===== config.mk =====
export PLATFORM = sky130hd
export DESIGN_NAME = rpp_pack
export DESIGN_NICKNAME = d
export VERILOG_FILES = /design/src/hw/rtl/rpp_pkg.sv /design/src/hw/rtl/rpp_pack.sv
export SDC_FILE = /design/constraint.sdc
export NUM_CORES = 1
export LEC_CHECK = 0
export ABC_AREA = 1
export BUFFER_PORTS_ARGS = -buffer_cell sky130_fd_sc_hd__buf_4
export CORE_ASPECT_RATIO = 1.1
export CORE_MARGIN = 2
export CORE_UTILIZATION = 55
export DETAILED_ROUTE_END_ITERATION = 12
export GPL_TIMING_DRIVEN = 0
export PLACE_DENSITY_LB_ADDON = 0.05
export RECOVER_POWER = 100
export SYNTH_ARGS = -nofsm -noshare
export SYNTH_HDL_FRONTEND = slang
export SYNTH_SLANG_ARGS = --single-unit

===== constraint.sdc =====
create_clock -name vclk -period 9.25
set_clock_uncertainty 0.2 [all_clocks]
set_input_delay 0.925 -clock vclk [all_inputs]
set_output_delay 0.925 -clock vclk [all_outputs]
set_load 0.01 [all_outputs]

===== src/hw/rtl/rpp_pkg.sv =====
package rpp_pkg;

    localparam int PALETTE_ENTRIES = 252;
    localparam int COUNT_BITS      = 24;
    localparam int ADDR_BITS       = 8;
    localparam int SUM_BITS        = 32;
    localparam int QUO_CNT_BITS    = $clog2(SUM_BITS);

    localparam logic [1:0] MODE_CONVERT = 2'd0;
    localparam logic [1:0] MODE_QUERY   = 2'd1;
    localparam logic [1:0] MODE_CLEAR   = 2'd2;

    localparam int CFG_IDX_BITS  = 2;
    localparam int CFG_DATA_BITS = 6;
    localparam logic [CFG_IDX_BITS-1:0] CFG_DEPTH      = 2'd0;
    localparam logic [CFG_IDX_BITS-1:0] CFG_SLOT_BYTES = 2'd1;
    localparam logic [CFG_IDX_BITS-1:0] CFG_BIG_ENDIAN = 2'd2;

    localparam logic [5:0] DEPTH_RESET = 6'd24;
    localparam logic [2:0] SLOT_RESET  = 3'd4;

    typedef struct packed {
        logic [1:0] mode;
        logic [7:0] red;
        logic [7:0] green;
        logic [7:0] blue;
        logic [7:0] entry_index;
    } in_t;

    typedef struct packed {
        logic [31:0] packed_bytes;
        logic [2:0]  byte_count;
        logic [15:0] avg_red;
        logic [15:0] avg_green;
        logic [15:0] avg_blue;
        logic        entry_used;
        logic        count_saturated;
    } out_t;

    typedef struct packed {
        logic [SUM_BITS-1:0]   red_sum;
        logic [SUM_BITS-1:0]   green_sum;
        logic [SUM_BITS-1:0]   blue_sum;
        logic [COUNT_BITS-1:0] count;
    } stats_entry_t;

    typedef struct packed {
        logic [5:0] depth;
        logic [2:0] slot_bytes;
        logic       big_endian;
    } cfg_t;

    function automatic logic [7:0] palette_index(input logic [7:0] r, input logic [7:0] g,
                                                 input logic [7:0] b);
        logic [10:0] gp;
        logic [10:0] rp;
        logic [10:0] bp;
        logic [7:0]  gq;
        logic [7:0]  rq;
        logic [7:0]  bq;
        gp = 11'd7 * {3'b0, g};
        rp = 11'd6 * {3'b0, r};
        bp = 11'd6 * {3'b0, b};
        gq = {5'b0, gp[10:8]};
        rq = {5'b0, rp[10:8]};
        bq = {5'b0, bp[10:8]};
        return 8'(gq * 8'd36 + rq * 8'd6 + bq);
    endfunction

endpackage


===== src/hw/rtl/rpp_pack.sv =====
module rpp_pack (
    input  rpp_pkg::in_t      px,
    input  rpp_pkg::cfg_t     cfg,
    output logic [31:0]       packed_bytes,
    output logic [2:0]        byte_count,
    output logic              palette,
    output logic [7:0]        pal_idx
);
    import rpp_pkg::*;

    logic [2:0] slot;
    logic [7:0] lo;
    logic [7:0] hi;

    always_comb
    begin
        if (cfg.slot_bytes < 3'd3)
            slot = 3'd3;
        else if (cfg.slot_bytes > 3'd4)
            slot = 3'd4;
        else
            slot = cfg.slot_bytes;

        if (cfg.depth == 6'd16)
        begin
            lo = {px.green[4:2], px.blue[7:3]};
            hi = {px.red[7:3], px.green[7:5]};
        end
        else
        begin
            lo = {px.green[5:3], px.blue[7:3]};
            hi = {1'b0, px.red[7:3], px.green[7:6]};
        end

        pal_idx = palette_index(px.red, px.green, px.blue);
        palette = 1'b0;

        if (cfg.depth > 6'd16)
        begin
            byte_count = slot;
            if (!cfg.big_endian)
                packed_bytes = {8'h00, px.red, px.green, px.blue};
            else if (slot == 3'd4)
                packed_bytes = {px.blue, px.green, px.red, 8'h00};
            else
                packed_bytes = {8'h00, px.blue, px.green, px.red};
        end
        else if (cfg.depth == 6'd16 || cfg.depth == 6'd15)
        begin
            byte_count   = 3'd2;
            packed_bytes = cfg.big_endian ? {16'h0000, lo, hi} : {16'h0000, hi, lo};
        end
        else
        begin
            byte_count   = 3'd1;
            packed_bytes = {24'h000000, pal_idx};
            palette      = 1'b1;
        end
    end

endmodule


# Yosys cells after proc, flatten, opt, wreduce, memory -nomap -nowiden

Index checks and enable logic that the tools add are counted.

Logic and storage cells: 27
Output and inout port bits: 44
Register bits: 0
Input port bits: 44

$mul: 5
Add/sub/neg operators: 2
Reductions and logical operators: 1
Equality and inequality tests: 3
Magnitude comparators: 3
Mux-type cells: 13

Operator list:

| kind                                                                   | number |
|---|---|
| 32-bit 2-to-1 mux                                                      | 3 |
| 16-bit 2-to-1 mux                                                      | 2 |
| 2-bit by 8-bit multiplier with 10-bit output (first input constant)    | 2 |
| 8-bit 2-to-1 mux                                                       | 2 |
| 3-bit by 8-bit multiplier with 11-bit output (first input constant)    | 1 |
| 3-bit 2-to-1 mux                                                       | 3 |
| 8-bit by 3-bit adder with 8-bit output                                 | 1 |
| 8-bit by 6-bit adder with 8-bit output                                 | 1 |
| 6-bit by 4-bit equality test with 1-bit output (second input constant) | 1 |
| 6-bit by 5-bit equality test with 1-bit output (second input constant) | 1 |
| 6-bit by 5-bit > comparator with 1-bit output (second input constant)  | 1 |
| 3-bit by 4-bit multiplier with 6-bit output (second input constant)    | 1 |
| 3-bit by 2-bit multiplier with 5-bit output (second input constant)    | 1 |
| 3-bit equality test (second input constant)                            | 1 |
| 3-bit > comparator (second input constant)                             | 1 |
| 3-bit by 2-bit < comparator with 1-bit output (second input constant)  | 1 |
| 1-bit 2-to-1 mux                                                       | 2 |
| 2-bit 2-to-1 mux                                                       | 1 |
| 1-bit logical OR                                                       | 1 |

# Longest topological paths before layout

Depth in word-level cells: 7
Depth in mapped cells: 25
Depth with buffers taken out: 25

# Worst setup path after synthesis

Ideal clock, no wire load.

Path kind: in2out
Start point: in px[18] in the netlist's numbering
End point: out packed_bytes[6]
Path buffers: 0
Data required time: 8.125 ns
Slack: 3.989 ns
Arrival time: 4.136 ns
Cell stages on the path: 20
Cell sequence: inv_1 -> fa_1 -> inv_1 -> ha_1 -> nand2_1 -> inv_1 -> nand2_1 -> nand2_1 -> a21oi_1 -> xor2_1 -> fa_1 -> ha_1 -> fa_1 -> nand3_1 -> nand2_1 -> or2_2 -> nand3_1 -> nand2_1 -> inv_1 -> nand2_1

Longest elaborated chain between the ends: 6

RTL lines:

| what                                         | line           | text |
|---|---|---|
| start: declaration                           | rpp_pack.sv:2  | `input rpp_pkg::in_t px,` |
| 3-bit by 8-bit multiplier with 11-bit output | rpp_pkg.sv:61  | `gp = 11'd7 * {3'b0, g};` |
| 3-bit by 4-bit multiplier with 6-bit output  | rpp_pkg.sv:67  | `return 8'(gq * 8'd36 + rq * 8'd6 + bq);` |
| 8-bit by 6-bit adder with 8-bit output       | rpp_pkg.sv:67  |  |
| 8-bit by 3-bit adder with 8-bit output       | rpp_pkg.sv:67  |  |
| 16-bit 2-to-1 mux                            | rpp_pack.sv:48 | `else if (cfg.depth == 6'd16 \|\| cfg.depth == 6'd15)` |
| 32-bit 2-to-1 mux                            | rpp_pack.sv:38 | `if (cfg.depth > 6'd16)` |
| end: declaration                             | rpp_pack.sv:4  | `output logic [31:0] packed_bytes,` |

Every way passes these cells.

# Worst setup path in the final report

Same ends and word-level chain as after synthesis.

==> results.json <==
{
  "final_nets": 563,
  "dieWidth_um": 65.94,
  "synth-seq-area-share_pct": 0,
  "cts_resized": 0,
  "netlist_instances": 395,
  "fill_cells": 420,
  "synth_fp_nets": 485,
  "worstSetupPathType": "in2out",
  "fmax_mhz": 164.5,
  "min_to": "packed_bytes[16]",
  "rsz0062_at_grt": "no",
  "post-route-period-util_pct": 65.71,
  "min_from": "px[8]",
  "drtPass1Iterations": 5,
  "seq_cell_count": 0,
  "synth_area_um2": 2321,
  "place.port_buffers": 76,
  "hold_violations": 0,
  "top_usage_layer": "met2",
  "fin_util_pct": 69.81,
  "drt_iter0_markers": 278,
  "stdcell_area_um2": 2809,
  "endpoint_kind": "output port",
  "hpwlAfterDp_mm": 6.222,
  "std_cell_rows": 24,
  "routed_via_density": 5.734,
  "met3_usage_pct": 1.085,
  "post_drt_wl_per_cell_um": 14.47,
  "vias": 2999,
  "ir_worst_vdd_uv": 158.2,
  "grt-ovfl-total": 0,
  "holdPathStages": 4,
  "startpoint_type": "primary input",
  "drc": 0,
  "die_area_um2": 4756,
  "grt_util_all_layers_pct": 32.63,
  "cp_max_fo": 4,
  "regArea_um2": 0,
  "wirelength_mm": 7.569,
  "coreArea_um2": 4024,
  "arrival_ps": 4950,
  "multi_input_comb_area_um2": 2029,
  "grt_pass1_vias": 2792,
  "stdcell_count": 523,
  "grt_pass1_wl_mm": 12.61,
  "p_per_area_nw_per_um2": 96.85,
  "antenna_found_initial": 0,
  "maxCapViolations": 0,
  "dp_cells": 523,
  "place_area_um2": 2957,
  "slew_headroom_pct": 2.691,
  "final_max_slew_viol_count": 0,
  "status": "finished clean",
  "gp_congestion": 0.9554,
  "ys_types": 37,
  "hp-class": "in2out",
  "cts_hold_buf": 0,
  "boundaryPins": 88,
  "setup_viol": 0,
  "grt_use_met2_pct": 56.00,
  "tightest_slew_ps": 1448,
  "required_ps": 8120,
  "antenna_cells": 0,
  "die_y_um": 72.13,
  "setup_tns_ps": 0,
  "grt_max_degree": 11,
  "start_util_pct": 57.68,
  "final_antenna_net_count": 0,
  "clock_buffers": 0,
  "cts_setup_buffers": 0,
  "grt_use_met1_pct": 44.93,
  "power.total_w": 0.0002720,
  "drive_above_1_share_pct": 14.01,
  "yosysWarnings": 0,
  "avgSynthCellArea_um2": 5.876,
  "min_period_ps": 6079,
  "p_leak_nw": 1.517,
  "area_growth_pct": 21.02
}
## cell families (layout without fill, tap and decap cells)
logic type / count (synthesis) / after routing / share of synthesized area (%)
simple gates: 209 / 209 / 39.51
xor+xnor: 3 / 3 / 1.132
buf+inv: 67 / 143 / 11.75
compound gates: 70 / 70 / 19.57
fa+ha+maj: 46 / 46 / 28.03
## metal layers
layer	vias to the layer above	share of wire [%]
met4	0	1.9
met2	183	48
met3	17	9.2
li1	1463	-
met1	1336	41
met5	-	0
## cells in the final DEF, fill, tap and decap left out, types with 10 or more instances in the layout
master    Yosys  layout
a21oi_1      14      15
buf_4         3      45
clkbuf_1      5      40
fa_1         10      10
ha_1         36      36
inv_1        52      53
nand2_1     131     131
nand3_1      29      29
nor2_1       17      18
o211ai_1     12      12
o21ai_0      13      16
## through the flow
step / hold slack [ps] / setup slack [ps]
final: 2024 / 3172
after global routing: 2040 / 2841
after CTS: 2029 / 3316
after detailed placement: 2029 / 3337
after global placement: 2024 / 3419
after floorplan: 1718 / 3989
## critical path: stages
cell and delay, ps:
clkbuf_1 190, inv_1 180, fa_1 550, inv_1 40
ha_1 290, nand2_1 60, inv_1 40, nand2_1 60
nand2_1 90, a21oi_1 180, xor2_1 330, fa_1 490
ha_1 270, fa_1 420, nand3_1 110, nand2_1 70
or2_2 280, nand3_1 80, nand2_1 60, inv_1 50
nand2_1 50, clkbuf_1 120
## final cells by class
class / instances / share of cell area, %
Buffer: 11 / 2.049
Inverter: 56 / 7.483
Tap cell: 52 / 2.316
Multi-Input combinational cell: 328 / 72.25
Timing Repair Buffer: 76 / 15.90
## cells in the mapped netlist
master	number	share of area, %
nand3b_1	1	0.32
nand4_1	4	1.1
a21o_1	2	0.65
o21ai_1	3	0.65
a21oi_4	1	0.70
and2_1	3	0.81
o21a_1	1	0.32
o211ai_1	12	3.9
nor2_1	17	2.7
buf_4	3	0.97
nor2_2	2	0.54
clkbuf_1	5	0.81
xor2_1	3	1.1
nor2_4	2	0.97
inv_1	52	8.4
buf_2	2	0.43
ha_1	36	19
nand3_1	29	6.3
a21boi_0	1	0.32
o21ai_2	7	2.6
nor4_1	3	0.81
a211oi_1	5	1.6
a31oi_1	3	0.81
clkinv_1	1	0.16
nor3_1	8	1.7
nand3_4	1	0.75
nand2_2	2	0.54
o21ai_0	13	2.8
inv_2	3	0.49
nor3_2	1	0.43
buf_6	1	0.49
a21oi_1	14	3.0
or2_2	4	1.1
o22ai_1	8	2.2
fa_1	10	8.6
and3_1	1	0.27
nand2_1	131	21
## worst max path at each step
stage / cells past startpoint / slack, ps / start / to
global placement: 22 / 3420 / px[18] / packed_bytes[6]
detailed placement: 22 / 3340 / px[18] / packed_bytes[6]
CTS: 22 / 3320 / px[18] / packed_bytes[6]
floorplan: 20 / 3990 / px[18] / packed_bytes[6]
finish: 22 / 3170 / px[18] / packed_bytes[6]
global route: 22 / 2840 / px[18] / packed_bytes[6]
## power breakdown
group / internal (W) / switching (W) / leakage (nW)
sequential: 0 / 0 / 0
clock: 0 / 0 / 0
combinational: 0.000106 / 0.000166 / 1.52
total: 0.000106 / 0.000166 / 1.52
No activity file was read; power rests on OpenSTA's default activity.
