===== config.mk =====
export PLATFORM = sky130hd
export DESIGN_NAME = rpp_divider
export DESIGN_NICKNAME = d
export VERILOG_FILES = /design/src/hw/rtl/rpp_pkg.sv /design/src/hw/rtl/rpp_divider.sv
export SDC_FILE = /design/constraint.sdc
export NUM_CORES = 1
export LEC_CHECK = 0
export ABC_AREA = 1
export BUFFER_PORTS_ARGS = -buffer_cell sky130_fd_sc_hd__clkbuf_2
export CAP_MARGIN = 5
export CORE_UTILIZATION = 45
export CTS_CLUSTER_DIAMETER = 30
export CTS_CLUSTER_SIZE = 24
export DETAILED_ROUTE_END_ITERATION = 16
export SYNTH_ARGS = -nofsm -noshare
export SYNTH_HDL_FRONTEND = slang
export SYNTH_SLANG_ARGS = --single-unit
export TNS_END_PERCENT = 100

===== constraint.sdc =====
create_clock -name clk -period 4.4 [get_ports clk]
set_clock_uncertainty 0.15 [all_clocks]
set_input_delay 0.88 -clock clk [delete_from_list [all_inputs] [get_ports clk]]
set_output_delay 0.88 -clock clk [all_outputs]
set_load 0.05 [all_outputs]

===== src/hw/rtl/rpp_pkg.sv =====
package rpp_pkg;

    localparam int PALETTE_ENTRIES = 252;
    localparam int COUNT_BITS      = 24;
    localparam int ADDR_BITS       = 8;
    localparam int SUM_BITS        = 32;
    localparam int QUO_CNT_BITS    = $clog2(SUM_BITS);

    localparam logic [1:0] MODE_CONVERT = 2'd0;
    localparam logic [1:0] MODE_QUERY   = 2'd1;
    localparam logic [1:0] MODE_CLEAR   = 2'd2;

    localparam int CFG_IDX_BITS  = 2;
    localparam int CFG_DATA_BITS = 6;
    localparam logic [CFG_IDX_BITS-1:0] CFG_DEPTH      = 2'd0;
    localparam logic [CFG_IDX_BITS-1:0] CFG_SLOT_BYTES = 2'd1;
    localparam logic [CFG_IDX_BITS-1:0] CFG_BIG_ENDIAN = 2'd2;

    localparam logic [5:0] DEPTH_RESET = 6'd24;
    localparam logic [2:0] SLOT_RESET  = 3'd4;

    typedef struct packed {
        logic [1:0] mode;
        logic [7:0] red;
        logic [7:0] green;
        logic [7:0] blue;
        logic [7:0] entry_index;
    } in_t;

    typedef struct packed {
        logic [31:0] packed_bytes;
        logic [2:0]  byte_count;
        logic [15:0] avg_red;
        logic [15:0] avg_green;
        logic [15:0] avg_blue;
        logic        entry_used;
        logic        count_saturated;
    } out_t;

    typedef struct packed {
        logic [SUM_BITS-1:0]   red_sum;
        logic [SUM_BITS-1:0]   green_sum;
        logic [SUM_BITS-1:0]   blue_sum;
        logic [COUNT_BITS-1:0] count;
    } stats_entry_t;

    typedef struct packed {
        logic [5:0] depth;
        logic [2:0] slot_bytes;
        logic       big_endian;
    } cfg_t;

    function automatic logic [7:0] palette_index(input logic [7:0] r, input logic [7:0] g,
                                                 input logic [7:0] b);
        logic [10:0] gp;
        logic [10:0] rp;
        logic [10:0] bp;
        logic [7:0]  gq;
        logic [7:0]  rq;
        logic [7:0]  bq;
        gp = 11'd7 * {3'b0, g};
        rp = 11'd6 * {3'b0, r};
        bp = 11'd6 * {3'b0, b};
        gq = {5'b0, gp[10:8]};
        rq = {5'b0, rp[10:8]};
        bq = {5'b0, bp[10:8]};
        return 8'(gq * 8'd36 + rq * 8'd6 + bq);
    endfunction

endpackage


===== src/hw/rtl/rpp_divider.sv =====
module rpp_divider (
    input  logic                                clk,
    input  logic                                rst_n,
    input  logic                                start,
    input  logic [2:0][rpp_pkg::SUM_BITS-1:0]   dividend,
    input  logic [rpp_pkg::COUNT_BITS-1:0]      divisor,
    output logic                                done,
    output logic [2:0][15:0]                    quotient
);
    import rpp_pkg::*;

    logic [2:0][SUM_BITS-1:0]   quo_reg;
    logic [2:0][SUM_BITS-1:0]   quo_next;
    logic [2:0][COUNT_BITS-1:0] rem_reg;
    logic [2:0][COUNT_BITS-1:0] rem_next;
    logic [COUNT_BITS-1:0]      dvs_reg;
    logic [QUO_CNT_BITS-1:0]    cnt_reg;
    logic                       busy_reg;
    logic                       done_reg;

    always_comb
    begin
        logic [COUNT_BITS:0] shifted;
        logic [COUNT_BITS:0] diff;
        quo_next = quo_reg;
        rem_next = rem_reg;
        for (int i = 0; i < 3; i++)
        begin
            shifted = {rem_reg[i], quo_reg[i][SUM_BITS-1]};
            diff    = shifted - {1'b0, dvs_reg};
            if (!diff[COUNT_BITS])
            begin
                rem_next[i] = diff[COUNT_BITS-1:0];
                quo_next[i] = {quo_reg[i][SUM_BITS-2:0], 1'b1};
            end
            else
            begin
                rem_next[i] = shifted[COUNT_BITS-1:0];
                quo_next[i] = {quo_reg[i][SUM_BITS-2:0], 1'b0};
            end
        end
    end

    always_ff @(posedge clk)
    begin
        if (start)
        begin
            quo_reg <= dividend;
            rem_reg <= '0;
            dvs_reg <= divisor;
        end
        else if (busy_reg)
        begin
            quo_reg <= quo_next;
            rem_reg <= rem_next;
        end
    end

    always_ff @(posedge clk or negedge rst_n)
    begin
        if (!rst_n)
        begin
            busy_reg <= 1'b0;
            done_reg <= 1'b0;
            cnt_reg  <= '0;
        end
        else
        begin
            done_reg <= 1'b0;
            if (start)
            begin
                busy_reg <= 1'b1;
                cnt_reg  <= '0;
            end
            else if (busy_reg)
            begin
                cnt_reg <= cnt_reg + 1'b1;
                if (cnt_reg == QUO_CNT_BITS'(SUM_BITS - 1))
                begin
                    busy_reg <= 1'b0;
                    done_reg <= 1'b1;
                end
            end
        end
    end

    assign done = done_reg;

    always_comb
    begin
        for (int i = 0; i < 3; i++)
            quotient[i] = quo_reg[i][15:0];
    end

endmodule


Word level (Yosys, flattened, before mapping)
Index checks and enable logic that the tools add are counted.
W data, S select, Z words.
{ "totals": {"reg_bits": 199, "output_inout_bits": 49, "elab_cells": 32} }
{ "op_classes": {"addsub": 4, "eq_ne": 1, "mux": 16, "reduce_logical": 1} }
{ "op_table": {"columns": ["cell", "count"], "rows": [
  ["$mux W96", 2],
  ["$sub A25 B24 Y25", 3],
  ["$mux W24", 3],
  ["$mux W5", 2],
  ["$mux W1", 9],
  ["$add A5 B1 Y5 const B", 1],
  ["$eq A5 B5 Y1 const B", 1],
  ["$reduce_bool A2 Y1", 1]
]} }

Logic depth before layout (Yosys ltp)
Gate-level depths: netlist (run 1).
{ "logic_depth": {"ltp_word": 4, "ltp_mapped": 16, "ltp_nobuf": 16} }

Least setup slack after synthesis (run 1)
Ideal clock, no wire load.
{ "synth_path": {"path_type": "input port to flip-flop", "from": "in start", "to": "reg quo_reg[16] (netlist bit) (enable)", "setup_time_ps": 450, "arrival_ps": 3219, "setup_slack_ps": 581, "stages": 4, "n_path_buf": 2, "cell_sequence": "clkbuf_1 -> nor2_1 -> clkbuf_1 -> inv_1"} }
{ "synth_via": {"elab_chain_cells": 1} }
{ "synth_rtl": {"columns": ["item", "line_no", "rtl"], "rows": [
  ["start, declared", "rpp_divider.sv:4", "input logic start,"],
  ["$reduce_bool A2 Y1 (no line)", null, null],
  ["end signal, assigned", "rpp_divider.sv:48", "quo_reg <= dividend;"],
  ["end signal, assigned", "rpp_divider.sv:54", "quo_reg <= quo_next;"],
  ["end, declared", "rpp_divider.sv:12", "logic [2:0][SUM_BITS-1:0] quo_reg;"]
]} }
No other way between the ends.
A chain may end at the register's enable or synchronous reset.

Final worst setup path (run 1)
{ "layout_path": {"from": "reg dvs_reg[0]", "to": "reg rem_reg[31] (netlist bit)"} }
{ "layout_via": {"elab_chain_cells": 2} }
{ "layout_rtl": {"columns": ["item", "line_no", "rtl"], "rows": [
  ["start, declared", "rpp_divider.sv:16", "logic [COUNT_BITS-1:0] dvs_reg;"],
  ["start signal, assigned", "rpp_divider.sv:50", "dvs_reg <= divisor;"],
  ["$sub A25 B24 Y25", "rpp_divider.sv:30", "diff = shifted - {1'b0, dvs_reg};"],
  ["$mux W24", "rpp_divider.sv:31", "if (!diff[COUNT_BITS])"],
  ["end signal, assigned", "rpp_divider.sv:55", "rem_reg <= rem_next;"],
  ["end, declared", "rpp_divider.sv:14", "logic [2:0][COUNT_BITS-1:0] rem_reg;"]
]} }
No other way between the ends.

==> results.toml, run 1 <==
[clocking]
clock_latency_ns = 0.46
ctsResizeCount = 0
tritoncts.num_buffers = 17
cts_tree = "built"
post_cts_buffers = 0
htreeDepth = 4
cts_sinks = 199
cts_hold_buf = 0
path_clk_slew_ns = 0.09
cts_root_buf = "clkbuf_16"
clockBufferDepth = 2

[floorplan]
die_h_microns = 182
start_util_pct = 45.9
dieArea_sq_mm = 0.0330
dieWidth_microns = 182
io_pins = 172
fp-row-count = 65
core_region_area_sq_mm = 0.0316

[synthesis]
synthXorXnorAreaFrac_pct = 2.05
yosys.area.top_type = "nand2_1"
synthCells = 2205
synthSimpleGateAreaFrac_pct = 39.3
synth-seq-area-share_pct = 35.9
ys_async_sr_fraction_pct = 3.52
synth-edff-count = 120
synth_top_cells_by_area = "nand2_1, edfxtp_1, dfxtp_1, inv_1, ha_1"
syn_area_sq_mm = 0.0145
avgSynthCellArea_sq_um = 6.59
synth_cell_type_count = 39
yosys_warnings = 0
synth_compound_area_share_pct = 1.91
syn_nets = 2405
synthMuxAreaShare_pct = 0
synth_top_family_by_area = "simple AND/OR/NAND/NOR gates"
ys_ff_latch = 199
synthAdderAreaFrac_pct = 6.79
synth_top_area_share_pct = 27.0
yosys_most_used_dff = "edfxtp_1"

[final_layout]
final_nets = 2505
multi_input_area_sq_mm = 0.00728
diodes = 0
regArea_sq_mm = 0.00522
largest_reg_flops = 72
drive_gt1_share_pct = 11.9
fillers = 3319
area_growth_syn_to_layout_pct = 9.41

[drt]
wl_met1_microns = 18100
wl_per_cell_microns = 14.4
dr.pass1.iters = 5
top_layer = "met4"
vias = 12969
postRouteAntennaNets = 0
route.met3.wl_microns = 2170
drtIter0Drc = 707
met2_length_microns = 17700
postRouteWirelength_microns = 39100
route.detailed.drc = 0
via_per_inst = 4.77

[timing]
tightest_slew_ns = 0.865
relSlewSlack_pct = 42.2
period_needed_ns = 3.13
timing.final.crit_share_pct = 71.0
final-setup-viol-count = 0
rsz0062_at_grt = "no"
fmax_mhz = 320
hold_violations = 0
tns_ns = 0
holdWs_ns = 0.0885
report.final.slew_viol_count = 0

[global_routing]
grt_pass1_wl_microns = 63700
grt_pass1_vias = 12542
antenna_found_initial = 1
track_usage_pct = 24.6
grt_max_degree = 74
overflow = 0

[placement]
numPortBuffers = 171
gp_congestion = 0.952
dp_hpwl_microns = 29400

[flow_run]
drv_cap = 0

[setup_path]
end_kind = "flop"
crit_fanout = 20
cp.required_ns = 4.60
start_kind = "flop"
worstSetupPathType = "reg2reg"
arrival_ns = 3.32

[status]
status = "finished, final reports clean"

[power_and_ir_drop]
powerDensity_mw_per_mm2 = 543
vdd_ir_drop_max_uv = 330
p_leak_nw = 8.94

[min_path]
hold_path.class = "in2async"
[area by class of cell]
| class | instances | area share (%) |
|---|---|---|
| Tap cell | 402 | 3.16 |
| Inverter | 370 | 8.75 |
| Multi-Input combinational cell | 1539 | 45.8 |
| Timing Repair Buffer | 178 | 5.89 |
| Clock buffer | 17 | 2.68 |
| Clock inverter | 15 | 0.882 |
| Sequential cell | 199 | 32.8 |
[final timing paths]
| kind | from | end | slack [ns] | depth (start not counted) |
|---|---|---|---|---|
| setup / recovery | dvs_reg[0]$_DFFE_PP_ | rem_reg[31]$_SDFFE_PP0P_ | 1.27 | 14 |
| hold / removal | rst_n | cnt_reg[4]$_DFFE_PN0P_ | 0.09 | 1 |
| setup reg to reg | dvs_reg[0]$_DFFE_PP_ | rem_reg[31]$_SDFFE_PP0P_ | 1.27 | 14 |
| hold reg to reg | rem_reg[10]$_SDFFE_PP0P_ | rem_reg[10]$_SDFFE_PP0P_ | 0.33 | 2 |
| max in group asynchronous | rst_n | busy_reg$_DFF_PN0_ | 3.83 | 1 |
| min in group clk | rem_reg[10]$_SDFFE_PP0P_ | rem_reg[10]$_SDFFE_PP0P_ | 0.33 | 2 |
[layer usage]
layer	GRT usage (%)	up-vias
met1	32.0	5769
met3	4.97	49
met2	40.5	288
met5	0	-
met4	8.85	0
li1	-	6863
[synth_stat cells, drive strengths merged (7+ instances only)]
master  count
edfxtp    120
buf        65
nand2    1083
nand3b     17
inv       370
dfxtp      72
nand4      27
xor2        7
a21oi      32
nand3     121
dfrtp       7
ha         74
nor2      112
clkbuf     32
o21ai      19
xnor2      27
nor3        9
[worst max-delay path: stages, from the launching register on]
cell and delay [ns]:
edfxtp_1 0.43, ha_1 0.24, fa_1 0.44, inv_1 0.08, nand2_1 0.05, nand2_1 0.08, nand3_1 0.12, nand2_2 0.14
nand2_1 0.13, nand3_2 0.13, nand2_2 0.09, nand2_1 0.63, nand2_1 0.12, nand3_1 0.12, nand2_1 0.05
[power breakdown]
part	internal (mW)	leakage, nW	total [mW]	switching, mW
clock	0.745	0.274	1.55	0.809
combinational	1.50	6.69	4.45	2.95
sequential	2.35	1.98	2.63	0.281
[cells in the final DEF (no fill, tap or decap), types with 4 or more instances in the layout]
master     instances
clkbuf_16         17
dfrtp_1            7
nand2_4            5
a21oi_1           30
nand4_1           24
nand3b_1          17
buf_4              6
edfxtp_1         120
nand3_2            8
dfxtp_1           72
nor3_1             9
nor2_1           102
nand3_1          113
nor2_4             4
ha_1              74
nor2_2             6
o21ai_0           16
xnor2_1           27
inv_1            367
nand2_1         1044
nand2_2           33
clkbuf_2         170
xor2_1             7
[through the flow]
| step | utilization (%) | setup WS, ns | total power [mW] | std cells | area (sq um) |
|---|---|---|---|---|---|
| CTS | 50.2 | 1.28 | 8.67 | 2720 | 15900 |
| global placement | 48.5 | 1.39 | 7.05 | 2688 | 15300 |
| finish | 50.2 | 1.27 | 8.64 | 2720 | 15900 |
| floorplan | - | 0.581 | 6.22 | 2205 | 14500 |
| global route | 50.2 | 1.06 | 9.41 | 2720 | 15900 |
| detailed placement | 48.5 | 1.30 | 7.10 | 2688 | 15300 |
[cells by family (layout without fill, tap and decap cells)]
group,Yosys count,in the layout
fa+ha+maj,77,77
compound gates,53,53
xor+xnor,34,34
buf+inv,467,580
flops,199,199
simple gates,1375,1375
No activity file was read; power rests on OpenSTA's default activity.
==> run 2: changes to the inputs <==
PLACE_DENSITY = 0.67   (was not set)
clock period = 2.83 ns   (was 4.4 ns; I/O delays follow)
==> results.toml, run 2 (synthesized netlist as in run 1, its figures left out) <==
[status]
status = "finished, final reports clean"

[timing]
fmax_mhz = 374
period_needed_ns = 2.67
final-setup-viol-count = 0
layout_setup_ws_ns = 0.159
timing.final.crit_share_pct = 94.4
relSlewSlack_pct = 42.7
tightest_slew_ns = 0.860
report.final.slew_viol_count = 0
hold_violations = 0
tns_ns = 0

[setup_path]
start_kind = "flop"
worstSetupPathType = "reg2reg"
critPathTopFamily = "simple AND/OR/NAND/NOR gates"
slowest_stage = "edfxtp_1"
regToRegStartpoint = "dvs_reg[0]$_DFFE_PP_"
cp.required_ns = 3.04
crit_fanout = 13
cp-startpoint = "dvs_reg[0]$_DFFE_PP_"
worst-path-buf-inv = 2
max_stage_delay_ns = 0.43
end_kind = "flop"
arrival_ns = 2.88
path_cells = "ha_1 > fa_1 > inv_1 > nand2_1 > nand2_1 > nand3_1 > nand2_4 > nand2_2 > nand3_2 > nand2_2 > nand2_8 > buf_12 > nor2_1 > o21ai_0"

[min_path]
hold_path.class = "in2reg"
holdCritStartpoint = "divisor[8]"

[final_layout]
fin_cells = 2735
largest_reg_flops = 72
layout_common_cells = "nand2_1, inv_1, clkbuf_2, edfxtp_1, nand3_1"
drive_gt1_share_pct = 12.3
diodes = 0
fin_util_pct = 51.0
layout_commonest_cell = "nand2_1"
final_area_sq_mm = 0.0161
area_growth_syn_to_layout_pct = 11.0
final_nets = 2520

[power_and_ir_drop]
powerDensity_mw_per_mm2 = 859
vdd_ir_drop_max_uv = 549
p_leak_nw = 9.06

[floorplan]
core_region_area_sq_mm = 0.0316
dieArea_sq_mm = 0.0330
start_util_pct = 45.9
dieWidth_microns = 182
die_h_microns = 182
fp-row-count = 65
io_pins = 172

[global_routing]
track_usage_pct = 23.8
grt_pass1_wl_microns = 62300
antenna_found_initial = 0
grt_pass1_vias = 12539
grt_max_degree = 94
overflow = 0

[placement]
dp_hpwl_microns = 29000
gp_congestion = 0.974
post-place-ws_ns = 0.135
dp.cells = 2698
numPortBuffers = 171
dpl_cell_area_sq_mm = 0.0154

[drt]
via_per_inst = 4.83
dr.pass1.iters = 5
postRouteAntennaNets = 0
postRouteWirelength_microns = 39000
vias = 13217
wl_per_cell_microns = 14.3
route.detailed.drc = 0
drtIter0Drc = 865

[clocking]
path_clk_slew_ns = 0.09
cts_root_buf = "clkbuf_16"
clock_latency_ns = 0.46
htreeDepth = 4
cts_sinks = 199
tritoncts.num_buffers = 17
clockBufferDepth = 2
cts_tree = "built"

[flow_run]
drv_cap = 0
[run 2: changes by cell type in the layout (fill, tap and decap cells not counted), sizes merged, moves of 2 or more]
cell,before,now
clkinv,9,6
clkbuf,187,189
buf,8,20
nand2,1083,1085
[run 2: area by class of cell]
| cell class | count | area [sq um] |
|---|---|---|
| fillers | 3182 | 15500 |
| multi-input cells | 1541 | 7330 |
| flip-flops and latches | 199 | 5220 |
| inverters | 370 | 1390 |
| repair buffers | 191 | 1080 |
| well taps | 402 | 503 |
| clock buffers | 19 | 433 |
| clock inverters | 13 | 175 |
[run 2: where the power goes]
group	switching (mW)	internal, mW	leakage, nW
combinational	4.67	2.52	6.79
sequential	0.444	3.66	1.98
clock	1.29	1.28	0.294
[run 2: worst paths after layout]
check	depth (start not counted)	slack (ns)	end
max	14	0.16	rem_reg[17]$_SDFFE_PP0P_
min in group asynchronous	2	0.35	cnt_reg[1]$_DFFE_PN0P_
max in group asynchronous	2	2.00	cnt_reg[3]$_DFFE_PN0P_
min reg2reg	2	0.33	rem_reg[27]$_SDFFE_PP0P_
max reg2reg	14	0.16	rem_reg[17]$_SDFFE_PP0P_
min	1	0.13	dvs_reg[8]$_DFFE_PP_
[run 2: what timing repair did]
item,4_1_cts,5_1_grt
gates resized for setup,0,6
endpoints found under the hold margin,7,0
endpoints found under the setup margin,0,47
buffers inserted,0,2
hold buffers,1,0
[run 2: metrics by stage]
stage / hold slack, ns / power (mW)
final: 0.129 / 13.9
after global routing: 0.109 / 15.0
after CTS: 0.116 / 13.7
after detailed placement: 0.273 / 11.1
after global placement: 0.264 / 11.0
after floorplan: 0.120 / 9.67
[run 2: routing by layer]
layer  part of all wire, %  track usage, %  up-vias  routed length [microns]
li1                      -               -     6896                        -
met1                    46            31.1     5896                    18000
met2                    44            38.7      360                    17300
met3                   6.1            4.81       65                     2400
met4                   3.3            9.08        0                     1270
met5                     0               0        -                        0
[run 2: worst register-to-register path, stage by stage, from the launching register on]
cell and delay [ns]:
edfxtp_1 0.43, ha_1 0.23, fa_1 0.42, inv_1 0.11, nand2_1 0.07, nand2_1 0.08
nand3_1 0.11, nand2_4 0.11, nand2_2 0.09, nand3_2 0.11, nand2_2 0.09, nand2_8 0.16
buf_12 0.18, nor2_1 0.06, o21ai_0 0.17
